## src/rtl/gapfree_core_region_finder_top_assert.svh

```systemverilog
// Assertion macros shared by the gap-free core region finder modules.
`ifndef GAPFREE_CORE_REGION_FINDER_TOP_ASSERT_SVH
`define GAPFREE_CORE_REGION_FINDER_TOP_ASSERT_SVH
`ifndef SYNTHESIS
`define GCRF_ASSERT_ALWAYS(label, clk, rst, expr) \
  label: assert property (@(posedge clk) disable iff (rst) (expr)) \
    else $error("gcrf: invariant violated");
`define GCRF_ASSERT_NEXT(label, clk, rst, ante, cons) \
  label: assert property (@(posedge clk) disable iff (rst) (ante) |=> (cons)) \
    else $error("gcrf: sequence check violated");
`else
`define GCRF_ASSERT_ALWAYS(label, clk, rst, expr)
`define GCRF_ASSERT_NEXT(label, clk, rst, ante, cons)
`endif
`endif

```

## src/rtl/gcrf_pkg.sv

```systemverilog
// Types and constants of the gap-free core region finder.
package gcrf_pkg;

  localparam int SEQ_LANES = 32;
  localparam int RES_DEPTH = 4;

  localparam int CFG_IDX_W = 2;
  localparam logic [CFG_IDX_W-1:0] REG_MIN_CORE_LEN = 2'd0;
  localparam logic [CFG_IDX_W-1:0] REG_ACTIVE_SEQS  = 2'd1;

  localparam logic ITEM_REGION  = 1'b0;
  localparam logic ITEM_SUMMARY = 1'b1;

  typedef struct packed {
    logic [31:0] gap_mask;
    logic        last_column;
  } column_t;

  typedef struct packed {
    logic        item_kind;
    logic [15:0] region_begin;
    logic [15:0] region_end;
    logic [15:0] region_total;
    logic        final_item;
  } result_t;

  typedef struct packed {
    logic [1:0] count;
    result_t    slot0;
    result_t    slot1;
  } gcrf_push_t;

endpackage

```

## src/rtl/gapfree_core_region_finder_top.sv

```systemverilog
// Top level of the gap-free core region finder.
//
//   Channel  Direction  Handshake                Payload
//   column   in         column_valid/ready       column_t  (gap mask, last column flag)
//   result   out        result_valid/ready       result_t  (region report or summary)
//   cfg      in         cfg_valid/ready          cfg_index, cfg_data
//
// One column request is taken per clock cycle while the tracker is not stalled. A
// taken column sits in an input register, where a lane reduction and the run tracker
// turn it into zero, one or two results that are written into a four-entry result queue.
// The tracker advances only while the queue has room for two results, so a stall
// on the result side backs up into the input register and then into column_ready.
// Reset is synchronous and returns the registers to min_core_len 4 and
// active_seqs 32 and starts a fresh alignment; there is no clearing pass.
module gapfree_core_region_finder_top import gcrf_pkg::*; #(
  parameter int MAX_COLUMNS = 65536
) (
  input  logic                 clk,
  input  logic                 rst,
  input  logic                 column_valid,
  output logic                 column_ready,
  input  column_t              column,
  output logic                 result_valid,
  input  logic                 result_ready,
  output result_t              result,
  input  logic                 cfg_valid,
  output logic                 cfg_ready,
  input  logic [CFG_IDX_W-1:0] cfg_index,
  input  logic [7:0]           cfg_data
);

  // Configuration registers.
  logic [7:0] min_core_len;
  logic [5:0] active_seqs;

  // Input register holding the column being processed.
  logic    hold_valid;
  column_t hold_col;

  logic       advance;
  logic       room2;
  logic       any_gap;
  gcrf_push_t push;

  // The tracker consumes the held column once the queue can take both results
  // it might produce; a new column is taken in the same cycle.
  assign advance      = hold_valid && room2;
  assign column_ready = !hold_valid || advance;
  assign cfg_ready    = 1'b1;

  always_ff @(posedge clk) begin
    if (rst) begin
      min_core_len <= 8'd4;
      active_seqs  <= 6'd32;
    end else if (cfg_valid) begin
      case (cfg_index)
        REG_MIN_CORE_LEN: min_core_len <= cfg_data;
        REG_ACTIVE_SEQS:  active_seqs  <= cfg_data[5:0];
        default: ;
      endcase
    end
  end

  always_ff @(posedge clk) begin
    if (rst) begin
      hold_valid <= 1'b0;
    end else if (column_ready) begin
      hold_valid <= column_valid;
    end
  end

  always_ff @(posedge clk) begin
    if (column_valid && column_ready) begin
      hold_col <= column;
    end
  end

  gcrf_lane_check u_lane_check (
    .gap_mask    (hold_col.gap_mask),
    .active_seqs (active_seqs),
    .any_gap     (any_gap)
  );

  gcrf_region_tracker #(
    .MAX_COLUMNS (MAX_COLUMNS)
  ) u_tracker (
    .clk          (clk),
    .rst          (rst),
    .step         (advance),
    .any_gap      (any_gap),
    .last_column  (hold_col.last_column),
    .min_core_len (min_core_len),
    .push         (push)
  );

  gcrf_result_fifo u_result_fifo (
    .clk       (clk),
    .rst       (rst),
    .push      (push),
    .room2     (room2),
    .out_valid (result_valid),
    .out_ready (result_ready),
    .out_data  (result)
  );

endmodule

```

## src/rtl/gcrf_lane_check.sv

```systemverilog
// Masked OR reduction that decides whether a column holds a gap.
module gcrf_lane_check import gcrf_pkg::*; (
  input  logic [SEQ_LANES-1:0] gap_mask,
  input  logic [5:0]           active_seqs,
  output logic                 any_gap
);

  logic [SEQ_LANES-1:0] lane_mask;

  // Lane j is checked when it lies below the active sequence count.
  always_comb begin
    for (int j = 0; j < SEQ_LANES; j++) begin
      lane_mask[j] = (active_seqs > 6'(j));
    end
  end

  assign any_gap = |(gap_mask & lane_mask);

endmodule

```

## src/rtl/gcrf_region_tracker.sv

```systemverilog
// Column state tracking and region report generation.
`include "gapfree_core_region_finder_top_assert.svh"
module gcrf_region_tracker import gcrf_pkg::*; #(
  parameter int MAX_COLUMNS = 65536
) (
  input  logic       clk,
  input  logic       rst,
  input  logic       step,
  input  logic       any_gap,
  input  logic       last_column,
  input  logic [7:0] min_core_len,
  output gcrf_push_t push
);

  localparam int COL_W = $clog2(MAX_COLUMNS);
  localparam logic [COL_W-1:0] COL_LAST = COL_W'(MAX_COLUMNS - 1);

  logic [COL_W-1:0] column_index, column_index_next;
  logic [COL_W-1:0] core_run_start, core_run_start_next;
  logic [COL_W-1:0] gappy_start, gappy_start_next;
  logic [7:0]       core_run_len, core_run_len_next;
  logic             gappy_open, gappy_open_next;
  logic             region_pending, region_pending_next;
  logic [15:0]      region_count, region_count_next;

  logic        demote;
  logic        emit;
  logic [15:0] count_after;
  result_t     region_item;
  result_t     summary_item;

  function automatic logic [15:0] col16(input logic [COL_W-1:0] v);
    logic [COL_W+15:0] wide;
    wide = {16'b0, v};
    return wide[15:0];
  endfunction

  always_comb begin
    column_index_next   = column_index;
    core_run_start_next = core_run_start;
    gappy_start_next    = gappy_start;
    core_run_len_next   = core_run_len;
    gappy_open_next     = gappy_open;
    region_pending_next = region_pending;
    region_count_next   = region_count;

    demote = (core_run_len != 8'd0) && (core_run_len < min_core_len);

    if (any_gap) begin
      // A short core run ended by a gap joins the region it would have closed.
      if (!gappy_open) begin
        gappy_start_next = demote ? core_run_start : column_index;
      end
      gappy_open_next     = 1'b1;
      region_pending_next = 1'b0;
      core_run_len_next   = 8'd0;
    end else begin
      if (core_run_len == 8'd0) begin
        core_run_start_next = column_index;
        if (gappy_open) begin
          region_pending_next = 1'b1;
        end
      end
      if (core_run_len != 8'hFF) begin
        core_run_len_next = core_run_len + 8'd1;
      end
    end

    emit = region_pending_next && ((core_run_len_next >= min_core_len) || last_column);
    count_after = (emit && (region_count != 16'hFFFF)) ? region_count + 16'd1
                                                        : region_count;

    region_item.item_kind    = ITEM_REGION;
    region_item.region_begin = col16(gappy_start_next);
    region_item.region_end   = col16(core_run_start_next);
    region_item.region_total = 16'd0;
    region_item.final_item   = 1'b0;

    summary_item.item_kind    = ITEM_SUMMARY;
    summary_item.region_begin = 16'd0;
    summary_item.region_end   = 16'd0;
    summary_item.region_total = count_after;
    summary_item.final_item   = 1'b1;

    if (emit) begin
      gappy_open_next     = 1'b0;
      region_pending_next = 1'b0;
      region_count_next   = count_after;
    end

    if (last_column) begin
      column_index_next   = '0;
      core_run_start_next = '0;
      gappy_start_next    = '0;
      core_run_len_next   = 8'd0;
      gappy_open_next     = 1'b0;
      region_pending_next = 1'b0;
      region_count_next   = 16'd0;
    end else begin
      column_index_next = (column_index == COL_LAST) ? '0 : column_index + 1'b1;
    end

    push.count = step ? ({1'b0, emit} + {1'b0, last_column}) : 2'd0;
    push.slot0 = emit ? region_item : summary_item;
    push.slot1 = summary_item;
  end

  always_ff @(posedge clk) begin
    if (rst) begin
      column_index   <= '0;
      core_run_start <= '0;
      gappy_start    <= '0;
      core_run_len   <= 8'd0;
      gappy_open     <= 1'b0;
      region_pending <= 1'b0;
      region_count   <= 16'd0;
    end else if (step) begin
      column_index   <= column_index_next;
      core_run_start <= core_run_start_next;
      gappy_start    <= gappy_start_next;
      core_run_len   <= core_run_len_next;
      gappy_open     <= gappy_open_next;
      region_pending <= region_pending_next;
      region_count   <= region_count_next;
    end
  end

  `GCRF_ASSERT_ALWAYS(a_pending_needs_open, clk, rst, !region_pending || gappy_open)
  `GCRF_ASSERT_NEXT(a_last_clears, clk, rst, step && last_column,
    (column_index == '0) && !gappy_open && (region_count == 16'd0))
  `GCRF_ASSERT_ALWAYS(a_two_only_at_end, clk, rst, (push.count != 2'd2) || (step && last_column))

endmodule

```

## src/rtl/gcrf_result_fifo.sv

```systemverilog
// Small result queue taking up to two requests per cycle and giving one while out_ready is high.
`include "gapfree_core_region_finder_top_assert.svh"
module gcrf_result_fifo import gcrf_pkg::*; (
  input  logic       clk,
  input  logic       rst,
  input  gcrf_push_t push,
  output logic       room2,
  output logic       out_valid,
  input  logic       out_ready,
  output result_t    out_data
);

  localparam int PTR_W = $clog2(RES_DEPTH);
  localparam int CNT_W = $clog2(RES_DEPTH + 1);

  result_t            mem [RES_DEPTH];
  logic [PTR_W-1:0]   wr_ptr, rd_ptr;
  logic [CNT_W-1:0]   count, count_next;
  logic               pop;

  assign pop       = out_valid && out_ready;
  assign out_valid = (count != '0);
  assign out_data  = mem[rd_ptr];
  assign room2     = (count <= CNT_W'(RES_DEPTH - 2));

  always_comb begin
    count_next = count + CNT_W'(push.count) - CNT_W'(pop);
  end

  always_ff @(posedge clk) begin
    if (push.count != 2'd0) begin
      mem[wr_ptr] <= push.slot0;
    end
    if (push.count == 2'd2) begin
      mem[wr_ptr + 1'b1] <= push.slot1;
    end
  end

  always_ff @(posedge clk) begin
    if (rst) begin
      wr_ptr <= '0;
      rd_ptr <= '0;
      count  <= '0;
    end else begin
      wr_ptr <= wr_ptr + PTR_W'(push.count);
      rd_ptr <= rd_ptr + PTR_W'(pop);
      count  <= count_next;
    end
  end

  `GCRF_ASSERT_ALWAYS(a_count_bound, clk, rst, count <= CNT_W'(RES_DEPTH))
  `GCRF_ASSERT_ALWAYS(a_no_overflow, clk, rst,
    (push.count == 2'd0) || (CNT_W'(push.count) <= CNT_W'(RES_DEPTH) - count))
  `GCRF_ASSERT_NEXT(a_pop_drains, clk, rst, pop && (push.count == 2'd0),
    count == $past(count) - 1'b1)

endmodule
```

## config.mk

```make
export PLATFORM = sky130hd
export DESIGN_NAME = gapfree_core_region_finder_top
export DESIGN_NICKNAME = d
export VERILOG_FILES = /design/src/rtl/gcrf_pkg.sv /design/src/rtl/gapfree_core_region_finder_top.sv /design/src/rtl/gcrf_lane_check.sv /design/src/rtl/gcrf_region_tracker.sv /design/src/rtl/gcrf_result_fifo.sv
export VERILOG_INCLUDE_DIRS = /design/src /design/src/rtl
export SDC_FILE = /design/constraint.sdc
export NUM_CORES = 1
export LEC_CHECK = 0
export BUFFER_PORTS_ARGS = -buffer_cell sky130_fd_sc_hd__buf_2
export CORE_UTILIZATION = 55
export CTS_CLUSTER_SIZE = 25
export DETAILED_ROUTE_END_ITERATION = 12
export GPL_ROUTABILITY_DRIVEN = 0
export PLACE_DENSITY = 0.79
export REMOVE_ABC_BUFFERS = 1
export SLEW_MARGIN = 0
export SYNTH_ARGS = -nofsm -noshare
export SYNTH_HDL_FRONTEND = slang
export SYNTH_SLANG_ARGS = --single-unit
```

## constraint.sdc

```tcl
create_clock -name clk -period 6.4 [get_ports clk]
set_input_delay 1.28 -clock clk [delete_from_list [all_inputs] [get_ports clk]]
set_output_delay 1.28 -clock clk [all_outputs]
set_load 0.005 [all_outputs]
```

==> run summary, run 1 <==
Port Buf Inserts: 99
#FFs+latches synth: 325
H-tree levels: 2
DP HPWL: 24300 um
Die Y: 167 um
Grt total ovfl: 0
Adder-cell share of the synthesized area: 2.30%
# fillers: 2117
Fin nets: 1676
Layout cell share with drive strength beyond 1: 17.2%
CP cell instances: or2_1 -> a22o_1 -> a222oi_1 -> o2111ai_1 -> or4_4 -> buf_4 -> nor2_1 -> ha_1 -> a211o_1 -> a21oi_1 -> or2_2 -> or2_0 -> nor2_1 -> buf_4 -> ha_1 -> nand2_1 -> nor2_1 -> nand2_1 -> buf_4 -> or3_1 -> nand3_1
Largest net degree at the start of global routing: 39
CP Buf/Inv Count: 3
Crit-path max FO: 28
FMAX: 165 MHz
P per Cell Area: 283 nW/um^2
Wire length per cell: 19.6 um
Sequential share of the synthesized area: 49.9%
Worst-path clk slew: 0.06 ns
XOR/XNOR Fraction of Synth Area: 1.23%
Setup CP Type: reg -> reg
Area leader, netlist: dfxtp_1
Ys async rst share: 0%
Num rows: 60
Number of synthesized flops with an enable pin: 97
Final WL: 38500 um
Chip width: 167 um
Critical Path Start Type: flip-flop
Antenna violations before repair: 0
Synth Flop Type: dfxtp_1
Fin. Hold Viols: 0
Critical Path RT: 6.78 ns
Initial Util: 55.8%
Total power: 0.00479 W
Post-Syn Area: 15000 sq um
DR pass1 iterations: 5
HP Class: reg -> reg
Clock buffer depth: 3
WP data arrival: 6.46 ns
First-pass GRT wire length: 61700 um
Initial drt markers: 1432
Antenna violation net count after detailed routing: 0
Worst vdd rail ir drop: 0.263 mV
Root Buffer: clkbuf_16
Largest family of logic cells by synthesized area: simple AND/OR/NAND/NOR gates
Critical path's top delay family: simple AND/OR/NAND/NOR gates
CTS tree: yes
Total CTS buffers: 35
Final period util: 94.9%
Ys Warns: 0
Setup WS pre-CTS: 0.346 ns
Total GRT Usage: 27.7%
Compound-Gate Fraction of Synth Area: 15.7%
Area Growth Syn to Fin: 12.9%
Max Slew Vio Count: 0
Setup violations, final: 0
Vias/cell: 6.27
Final worst setup slack: 0.323 ns
Cells after synthesis: 1547
Post-synthesis simple-gate area fraction: 16.8%
Insertion delay of the later-clocked pin in the worst-skew pair: 0.54 ns
Post-synth cell types: 70
Residual DRC: 0
Status: finished clean
TritonCTS Sinks: 325
Antenna fix cells: 0
Fin Clk Skew: 0.0215 ns
Crit end category: flip-flop
Most frequent cell after synthesis: dfxtp_1
Slowest-stage cell, CP: or4_4
Core Region: 26900 sq um
Min cycle time layout: 6.08 ns
Measured slew at the worst slew-check pin: 1.27 ns
Vias in the first global route: 11900
Die area: 27900 sq um
Via count: 12300
Delay of the slowest cell on the worst path: 0.67 ns
I/O Pins: 101
Average size of a mapped cell: 9.69 sq um
Post-synth top area share: 30.4%
Max Cap Viol: 0
Leakage: 6.23 nW
Mux contribution to synthesized area: 10.2%
Most area-consuming cells after synthesis: dfxtp_1 (30%), edfxtp_1 (19%), mux4_2 (7.4%), o21ai_0 (5.6%), nand2_1 (5.3%)
Most frequent cells after synthesis: dfxtp_1 (228), nand2_1 (212), o21ai_0 (169)
Rel. slew slack: 14.8%
Post-CTS Setup Bufs: 0
==> report_power, final <==
part | internal (W) | leakage [nW] | switching, W
logic | 0.000249 | 2.90 | 0.000290
registers | 0.00217 | 2.76 | 0.0000878
clock network | 0.00116 | 0.565 | 0.000835
==> cell usage in the layout (no fill, tap or decap), drive strengths merged, types with 17 or more instances in the layout <==
cell type  synthesis  layout
nand2            212     212
ha                26      26
mux2i             25      25
o22ai             23      23
o21ai            171     171
a22oi             24      24
nand3             62      62
clkbuf            98      49
nor2             144     144
or3               31      31
inv               29      32
dfxtp            228     228
a21oi             54      54
mux4              49      49
edfxtp            97      97
a22o              17      17
buf               20     135
nor3              21      21
==> final timing paths <==
| check | cells after the start | end | slack [ns] | startpoint |
|---|---|---|---|---|
| setup / recovery | 21 | u_result_fifo.mem[3][9]$_DFFE_PP_ | 0.32 | hold_col[13]$_DFFE_PP_ |
| hold / removal | 2 | u_result_fifo.mem[2][25]$_SDFFE_PP0N_ | 0.45 | u_result_fifo.mem[2][25]$_SDFFE_PP0N_ |
| setup reg to reg | 21 | u_result_fifo.mem[3][9]$_DFFE_PP_ | 0.32 | hold_col[13]$_DFFE_PP_ |
| hold reg to reg | 2 | u_result_fifo.mem[2][25]$_SDFFE_PP0N_ | 0.45 | u_result_fifo.mem[2][25]$_SDFFE_PP0N_ |
==> layer usage <==
layer,vias up,global-route usage [%],wire [um]
li1,5742,-,-
met1,5891,36.4,15800
met2,585,45.3,18000
met3,109,4.63,3340
met4,0,12.0,1300
met5,-,0,0
==> kinds of logic after synthesis <==
| logic type | count (synthesis) |
|---|---|
| muxes | 90 |
| and+or+nand+nor | 553 |
| other | 1 |
| xor gates and xnor gates | 21 |
| AOI/OAI and AO/OA | 382 |
| DFF | 325 |
| adders and majority gates | 27 |
| buffers and inverters | 148 |
==> through the flow <==
step           hold WS, ns  utilization [%]  area [sq um]  instances  TNS [ns]
2_1_floorplan        0.420                -         14500       1429   -321.34
3_3_place_gp         0.428             58.7         15800       1905         0
3_5_place_dp         0.439             58.7         15800       1905         0
4_1_cts              0.453             62.9         16900       1966         0
5_1_grt              0.474             63.0         16900       1966   -0.0161
6_report             0.449             63.0         16900       1966         0
==> state kept, by name, indices dropped and copies added (netlist names) <==
register	flops
u_tracker.gappy_open	1
u_tracker.region_count	16
u_tracker.column_index	16
active_seqs	6
u_tracker.gappy_start	16
min_core_len	8
hold_valid	1
u_result_fifo.count	3
hold_col	33
u_tracker.core_run_start	16
u_result_fifo.wr_ptr	2
u_tracker.region_pending	1
u_result_fifo.mem	196
u_tracker.core_run_len	8
u_result_fifo.rd_ptr	2
==> tightest hold or removal path, cell delays in order (launching register included) <==
cell	delay, ns
dfxtp_1	0.32
nand2_1	0.04
o21ai_0	0.06
==> cell type report <==
cell class	instances	area, sq um	share of cell area [%]
clock buffers	49	1010	5.96
clock inverters	12	131	0.776
inverters	30	113	0.665
multi-input cells	1074	7000	41.4
flip-flops and latches	325	7480	44.2
well taps	341	427	2.52
repair buffers	135	766	4.52
==> repair_timing <==
action                                  4_1_cts  5_1_grt
hold buffers                                  0        0
gates resized for setup                       0        6
endpoints found under the setup margin        0       43
No activity file was read; power rests on OpenSTA's default activity.
==> run 2: changes to the inputs <==
--- a/config.mk
+++ b/config.mk
@@ -7,11 +7,11 @@
 export NUM_CORES = 1
 export LEC_CHECK = 0
 export BUFFER_PORTS_ARGS = -buffer_cell sky130_fd_sc_hd__buf_2
-export CORE_UTILIZATION = 55
-export CTS_CLUSTER_SIZE = 25
+export CORE_UTILIZATION = 65
+export CTS_CLUSTER_SIZE = 10
 export DETAILED_ROUTE_END_ITERATION = 12
 export GPL_ROUTABILITY_DRIVEN = 0
-export PLACE_DENSITY = 0.79
+export PLACE_DENSITY = 0.88
 export REMOVE_ABC_BUFFERS = 1
 export SLEW_MARGIN = 0
 export SYNTH_ARGS = -nofsm -noshare
==> constraint.sdc (replaced) <==
create_clock -name clk -period 7.6 [get_ports clk]
set_input_delay 1.52 -clock clk [delete_from_list [all_inputs] [get_ports clk]]
set_output_delay 1.52 -clock clk [all_outputs]
set_load 0.005 [all_outputs]
==> run 2 against run 1 <==
  * Die area fell by 15%
  * Worst setup slack improved by 0.12 ns
  * Sequential cell count did not move
  * Utilization rose by 11 points
  * Sequential power fell by 16%
  * Final cell count fell by 3.5%
  * Sequential share of layout area rose by 0.55 points
  * Design area fell by 1.2%
  * Largest power group unchanged
==> run summary, run 2 (synthesis results as in run 1) <==
Status: finished clean
Crit-path max FO: 29 (+3.6%)
Setup violations, final: 0 (unchanged)
Commonest cells after routing, fill and taps aside: dfxtp_1 (225), nand2_1 (212), o21ai_0 (169), nor2_1 (141), buf_2 (99)
Rel. slew slack: 18.7% (+3.9 points)
Placed Area: 15600 sq um (-1.2%)
Chip width: 154 um (-7.9%)
Critical path's top delay family: simple AND/OR/NAND/NOR gates
Delay of the slowest cell on the worst path: 0.95 ns (+0.28 ns)
Final worst setup slack: 0.447 ns (+0.123 ns)
First-pass GRT wire length: 61500 um (-0.36%)
Port Buf Inserts: 99 (unchanged)
Total GRT Usage: 32.4% (+4.7 points)
H-tree levels: 2 (unchanged)
Slowest-stage cell, CP: a21oi_1
DP HPWL: 23500 um (-3.6%)
Fin Clk Skew: 0.0165 ns (-0.00498 ns)
HP Class: reg -> reg
Critical Path RT: 7.94 ns (+1.16 ns)
Die Y: 154 um (-7.9%)
Comb pwr share: 11.7% (+0.4 points)
Antenna violations before repair: 0 (unchanged)
Fin area: 16700 sq um (-1.2%)
Setup CP Type: reg -> reg
Insertion delay of the later-clocked pin in the worst-skew pair: 0.54 ns (about the same)
Initial Util: 66.2% (+10 points)
Pint: 0.00299 W (-17%)
Max Cap Viol: 0 (unchanged)
Final WL: 38400 um (about the same)
Antenna violation net count after detailed routing: 0 (unchanged)
Initial drt markers: 1458 (+1.8%)
Layout cell share with drive strength beyond 1: 15.7% (-1.5 points)
Clock buffer depth: 3 (unchanged)
DR pass1 iterations: 6 (+1)
Largest regs: u_result_fifo.mem x196, hold_col x33
Max Slew Vio Count: 0 (unchanged)
TritonCTS Sinks: 325 (unchanged)
Antenna fix cells: 0 (unchanged)
Part of the power in registers: 47.3% (about the same)
Worst-path clk slew: 0.06 ns (about the same)
Core Region: 22600 sq um (-16%)
Vias/cell: 6.61 (+5.4%)
Hold Startpoint: u_result_fifo.mem[0][46]$_SDFFE_PP0P_
Hold-fix buffers, CTS: 0 (unchanged)
Residual DRC: 0 (unchanged)
RSZ-0062 raised after global routing: no
Hold WS: 0.448 ns (-0.000611 ns)
CTS tree: yes
Min cycle time layout: 7.15 ns (+1.08 ns)
Wire length per cell: 20.2 um (+3.5%)
Crit-path most repeated cell: nor2_1
Reg2Reg Launch Point: hold_col[13]$_DFFE_PP_
CP Buf/Inv Count: 2 (-1)
Critical Path Start Type: flip-flop
Clk pwr share: 40.9% (-0.7 points)
I/O Pins: 101 (unchanged)
Biggest register: u_result_fifo.mem
Worst Setup SP: hold_col[13]$_DFFE_PP_
Max FFs per register: 196 (unchanged)
Vias in the first global route: 12300 (+4.0%)
Grt total ovfl: 0 (unchanged)
Switching part of the total power: 25.2% (-0.16 points)
Fin. Hold Viols: 0 (unchanged)
Commonest non-fill, non-tap cell in the layout: dfxtp_1
Final period util: 94.1% (-0.82 points)
Die area: 23700 sq um (-15%)
Switch Pwr: 0.00100 W (-17%)
Fin nets: 1669 (-0.42%)
Measured slew at the worst slew-check pin: 1.22 ns (-0.0539 ns)
WP data arrival: 7.49 ns (+1.03 ns)
Num rows: 55 (-8.3%)
FMAX: 140 MHz (-15%)
Total CTS buffers: 38 (+8.6%)
Setup WS pre-CTS: 0.403 ns (+0.0569 ns)
Crit end category: flip-flop
Leakage: 6.13 nW (-1.5%)
Largest net degree at the start of global routing: 58 (+49%)
Root Buffer: clkbuf_16
P per Cell Area: 239 nW/um^2 (-16%)
CP cell instances: or2_1 -> a22o_1 -> a222oi_1 -> o2111ai_1 -> or4_1 -> nor3_1 -> ha_1 -> a211o_1 -> a21oi_1 -> or2_2 -> or2_0 -> nor2_1 -> buf_4 -> clkinv_1 -> ha_1 -> nor2_1 -> nor2_1 -> nand2_1 -> a21oi_1 -> o21ai_0 -> o31ai_1
Area Growth Syn to Fin: 11.5%
Worst vdd rail ir drop: 0.208 mV (-21%)
Via count: 12500 (+1.7%)
## run 2: cell types whose count changed in the layout (fill, tap and decap cells not counted), sizes merged
cell      previous run  this run
clkinv               9         4
buf                135       125
clkinvlp             0         1
clkbuf              49        55
inv                 32        28
bufinv               1         0
## run 2: layout make-up
| type | instances | area [sq um] |
|---|---|---|
| clock buffer | 55 | 1040 |
| clock inverter | 3 | 62.6 |
| fill | 1471 | 5920 |
| inverter | 30 | 116 |
| multi-input combinational | 1074 | 6980 |
| sequential | 325 | 7480 |
| tap | 285 | 357 |
| timing repair buffer | 125 | 691 |
## run 2: routing by layer
layer	up-vias	wire, um	global-route usage [%]
met5	-	0	0
met4	0	1410	16.0
met3	113	3330	4.68
met2	722	18400	53.6
met1	5992	15300	41.9
li1	5715	-	-
## run 2: timing repair
| action | 4_1_cts | 5_1_grt |
|---|---|---|
| setup endpoints to repair | 0 | 2 |
| resized for setup | 0 | 2 |
| setup buffers | 0 | 5 |
## run 2: power groups by stage
stage / combinational (W) / sequential [W] / clock, W
6_report: 0.000468 / 0.00189 / 0.00163
5_1_grt: 0.000503 / 0.00189 / 0.00171
4_1_cts: 0.000467 / 0.00189 / 0.00164
3_5_place_dp: 0.000464 / 0.00192 / 0
3_3_place_gp: 0.000450 / 0.00192 / 0
2_1_floorplan: 0.000273 / 0.00195 / 0
## run 2: path summary, 6_finish.rpt
kind | endpoint | slack (ns) | cells past startpoint
max | u_result_fifo.mem[2][3]$_DFFE_PP_ | 0.45 | 21
min | u_result_fifo.mem[0][46]$_SDFFE_PP0P_ | 0.45 | 2
max reg2reg | u_result_fifo.mem[2][3]$_DFFE_PP_ | 0.45 | 21
min reg2reg | u_result_fifo.mem[0][46]$_SDFFE_PP0P_ | 0.45 | 2
## run 2: metrics by stage
stage	utilization [%]	power [W]	TNS [ns]	cells
after floorplan	-	0.00222	-46.14	1429
after global placement	68.8	0.00237	0	1834
after detailed placement	68.8	0.00239	0	1834
after CTS	73.7	0.00399	0	1892
after global routing	73.9	0.00410	0	1897
final	73.9	0.00399	0	1897
## run 2: worst min-delay path: cells and delay by family (launching register included)
kind	cells	cell delay, ns
compound gates	1	0.05
flops	1	0.32
simple gates	1	0.04
==> run 3: changes to the inputs <==
--- a/config.mk
+++ b/config.mk
@@ -7,11 +7,12 @@
 export NUM_CORES = 1
 export LEC_CHECK = 0
 export BUFFER_PORTS_ARGS = -buffer_cell sky130_fd_sc_hd__buf_2
-export CORE_UTILIZATION = 65
+export CORE_ASPECT_RATIO = 1.25
+export CORE_UTILIZATION = 25
 export CTS_CLUSTER_SIZE = 10
 export DETAILED_ROUTE_END_ITERATION = 12
 export GPL_ROUTABILITY_DRIVEN = 0
-export PLACE_DENSITY = 0.88
+export PLACE_DENSITY = 0.43
 export REMOVE_ABC_BUFFERS = 1
 export SLEW_MARGIN = 0
 export SYNTH_ARGS = -nofsm -noshare
==> run 3 against run 2 <==
  * Sequential power barely moved
  * Sequential share of layout area fell by 2.0 points
  * Utilization decreased by 44 points
  * Global-route usage decreased by 17 points
  * Critical path depth is 1 lower
  * Non-clock buffer count is 6 higher
  * Total power rose by 4.8%
  * Clock-buffer cell count grew 2
  * Critical path type unchanged
  * Design area rose by 4.6%
==> run summary, run 3 (synthesis results as in run 1) <==
Status: finished clean
Min cycle time layout: 6.71 ns (-0.439 ns)
GR met3 Demand/Resource: 2.66% (-2.0 points)
Chip width: 221 um (+44%)
Final period util: 88.3% (-5.8 points)
Leakage: 6.23 nW (+1.6%)
CP Buf/Inv Count: 4 (+2)
Total CTS buffers: 40 (+5.3%)
Resized cells post-CTS: 0 (unchanged)
Critical path's top delay family: simple AND/OR/NAND/NOR gates
Antenna violation net count after detailed routing: 0 (unchanged)
Hold path depth: 2 (unchanged)
Via count: 11800 (-5.7%)
RSZ-0062 raised after global routing: no
CTS tree: yes
Grt total ovfl: 0 (unchanged)
First-pass GRT wire length: 71300 um (+16%)
DP Cell Count: 2325 (+27%)
Post-route insts no fill: 2388 (+26%)
DR pass1 iterations: 4 (-2)
Biggest register: u_result_fifo.mem
Max FFs per register: 196 (unchanged)
Residual DRC: 0 (unchanged)
Antenna violations before repair: 0 (unchanged)
I/O Pins: 101 (unchanged)
Initial Util: 25.2% (-41 points)
Wire length per cell: 19.1 um (-5.5%)
Measured slew at the worst slew-check pin: 1.11 ns (-0.108 ns)
Core Region: 59400 sq um (+160%)
Insertion delay of the later-clocked pin in the worst-skew pair: 0.57 ns (+0.03 ns)
H-tree levels: 2 (unchanged)
Vias/cell: 4.95 (-25%)
Finished Core Util: 29.4% (-44 points)
Hold WS: 0.447 ns (-0.00139 ns)
Worst-path clk slew: 0.05 ns (about the same)
Rel. slew slack: 25.9% (+7.2 points)
Total GRT Usage: 15.1% (-17 points)
# fillers: 6220 (+320%)
Area Growth Syn to Fin: 16.7%
Hold-fix buffers, CTS: 0 (unchanged)
Slowest-stage cell, CP: or4_1
Worst path depth: 20 (-4.8%)
Met2 GRT Util: 26.9% (-27 points)
DP HPWL: 29300 um (+25%)
Commonest non-fill, non-tap cell in the layout: dfxtp_1
Clock buffer depth: 3 (unchanged)
Final WL: 45700 um (+19%)
Commonest cells after routing, fill and taps aside: dfxtp_1 (226), nand2_1 (212), o21ai_0 (169), nor2_1 (140), buf_2 (99)
WP data arrival: 6.97 ns (-0.52 ns)
Critical Path Start Type: flip-flop
Global route hottest layer: met2
Fin area: 17500 sq um (+4.6%)
Setup violations, final: 0 (unchanged)
P per Cell Area: 239 nW/um^2 (+0.21%)
Placed Area: 16300 sq um (+4.5%)
Fin. Hold Viols: 0 (unchanged)
HP Class: reg -> reg
Crit end category: flip-flop
Delay of the slowest cell on the worst path: 0.85 ns (-0.10 ns)
Post-CTS Setup Bufs: 0 (unchanged)
Final worst setup slack: 0.885 ns (+0.439 ns)
Num rows: 100 (+82%)
Root Buffer: clkbuf_16
Setup CP Type: reg -> reg
Fin Clk Skew: 0.0212 ns (+0.00474 ns)
Met1 usage: 18.3% (-24 points)
Critical Path RT: 7.86 ns (-0.08 ns)
Largest net degree at the start of global routing: 58 (unchanged)
Setup WS pre-CTS: 0.883 ns (+0.480 ns)
Antenna fix cells: 0 (unchanged)
Die Y: 276 um (+79%)
Port Buf Inserts: 99 (unchanged)
Initial drt markers: 706 (-52%)
CP cell instances: nand4bb_1 -> a21o_1 -> a21oi_1 -> o2111ai_1 -> or4_1 -> nor3_1 -> ha_1 -> a211o_1 -> a21oi_1 -> or2_2 -> or2_0 -> nor2_2 -> clkinv_1 -> ha_1 -> nor2_1 -> nor2_1 -> o21ai_2 -> buf_4 -> inv_1 -> buf_4
Fin nets: 1677 (+0.48%)
FMAX: 149 MHz (+6.5%)
Layout cell share with drive strength beyond 1: 16.4% (+0.69 points)
Largest regs: u_result_fifo.mem x196, hold_col x33
Crit-path max FO: 36 (+24%)
Max Slew Vio Count: 0 (unchanged)
Worst vdd rail ir drop: 0.137 mV (-34%)
TritonCTS Sinks: 325 (unchanged)
Reg2reg path depth: 20 (-4.8%)
Max Cap Viol: 0 (unchanged)
Vias in the first global route: 11800 (-3.9%)
Die area: 61000 sq um (+160%)
## run 3: report_power, final
group	leakage (nW)	switching (W)	internal [W]
Combinational	2.89	0.000283	0.000212
Sequential	2.76	0.0000525	0.00183
Clock	0.583	0.000764	0.00104
## run 3: final timing paths
| check | start | endpoint | slack, ns |
|---|---|---|---|
| max reg2reg | active_seqs[4]$_SDFFE_PP0P_ | u_result_fifo.mem[0][5]$_DFFE_PP_ | 0.89 |
| min | u_result_fifo.mem[2][27]$_SDFFE_PP0N_ | u_result_fifo.mem[2][27]$_SDFFE_PP0N_ | 0.45 |
| min reg2reg | u_result_fifo.mem[2][27]$_SDFFE_PP0N_ | u_result_fifo.mem[2][27]$_SDFFE_PP0N_ | 0.45 |
| max | active_seqs[4]$_SDFFE_PP0P_ | u_result_fifo.mem[0][5]$_DFFE_PP_ | 0.89 |
## run 3: per-stage QoR
stage	power, W	setup TNS [ns]
CTS	0.00426	0
detailed placement	0.00243	0
finish	0.00418	0
floorplan	0.00222	-46.14
global placement	0.00243	0
global route	0.00438	0
## run 3: tightest hold or removal path, delay by kind of cell (launching register included)
family          cells  cell delay (ns)
flops               1             0.32
simple gates        1             0.04
compound gates      1             0.05
## run 3: metal layers
layer	routed length [um]	share of wire [%]
met5	0	0
met4	1250	2.7
met3	1930	4.2
met2	22700	50
met1	19900	43
## run 3: final cells by class
class                   count  area, sq um  area share [%]
multi-input cells        1074         7000            40.0
repair buffers            131          736            4.20
well taps                 765          957            5.47
clock buffers              57         1090            6.26
clock inverters             6          120           0.686
inverters                  30          113           0.644
flip-flops and latches    325         7480            42.8
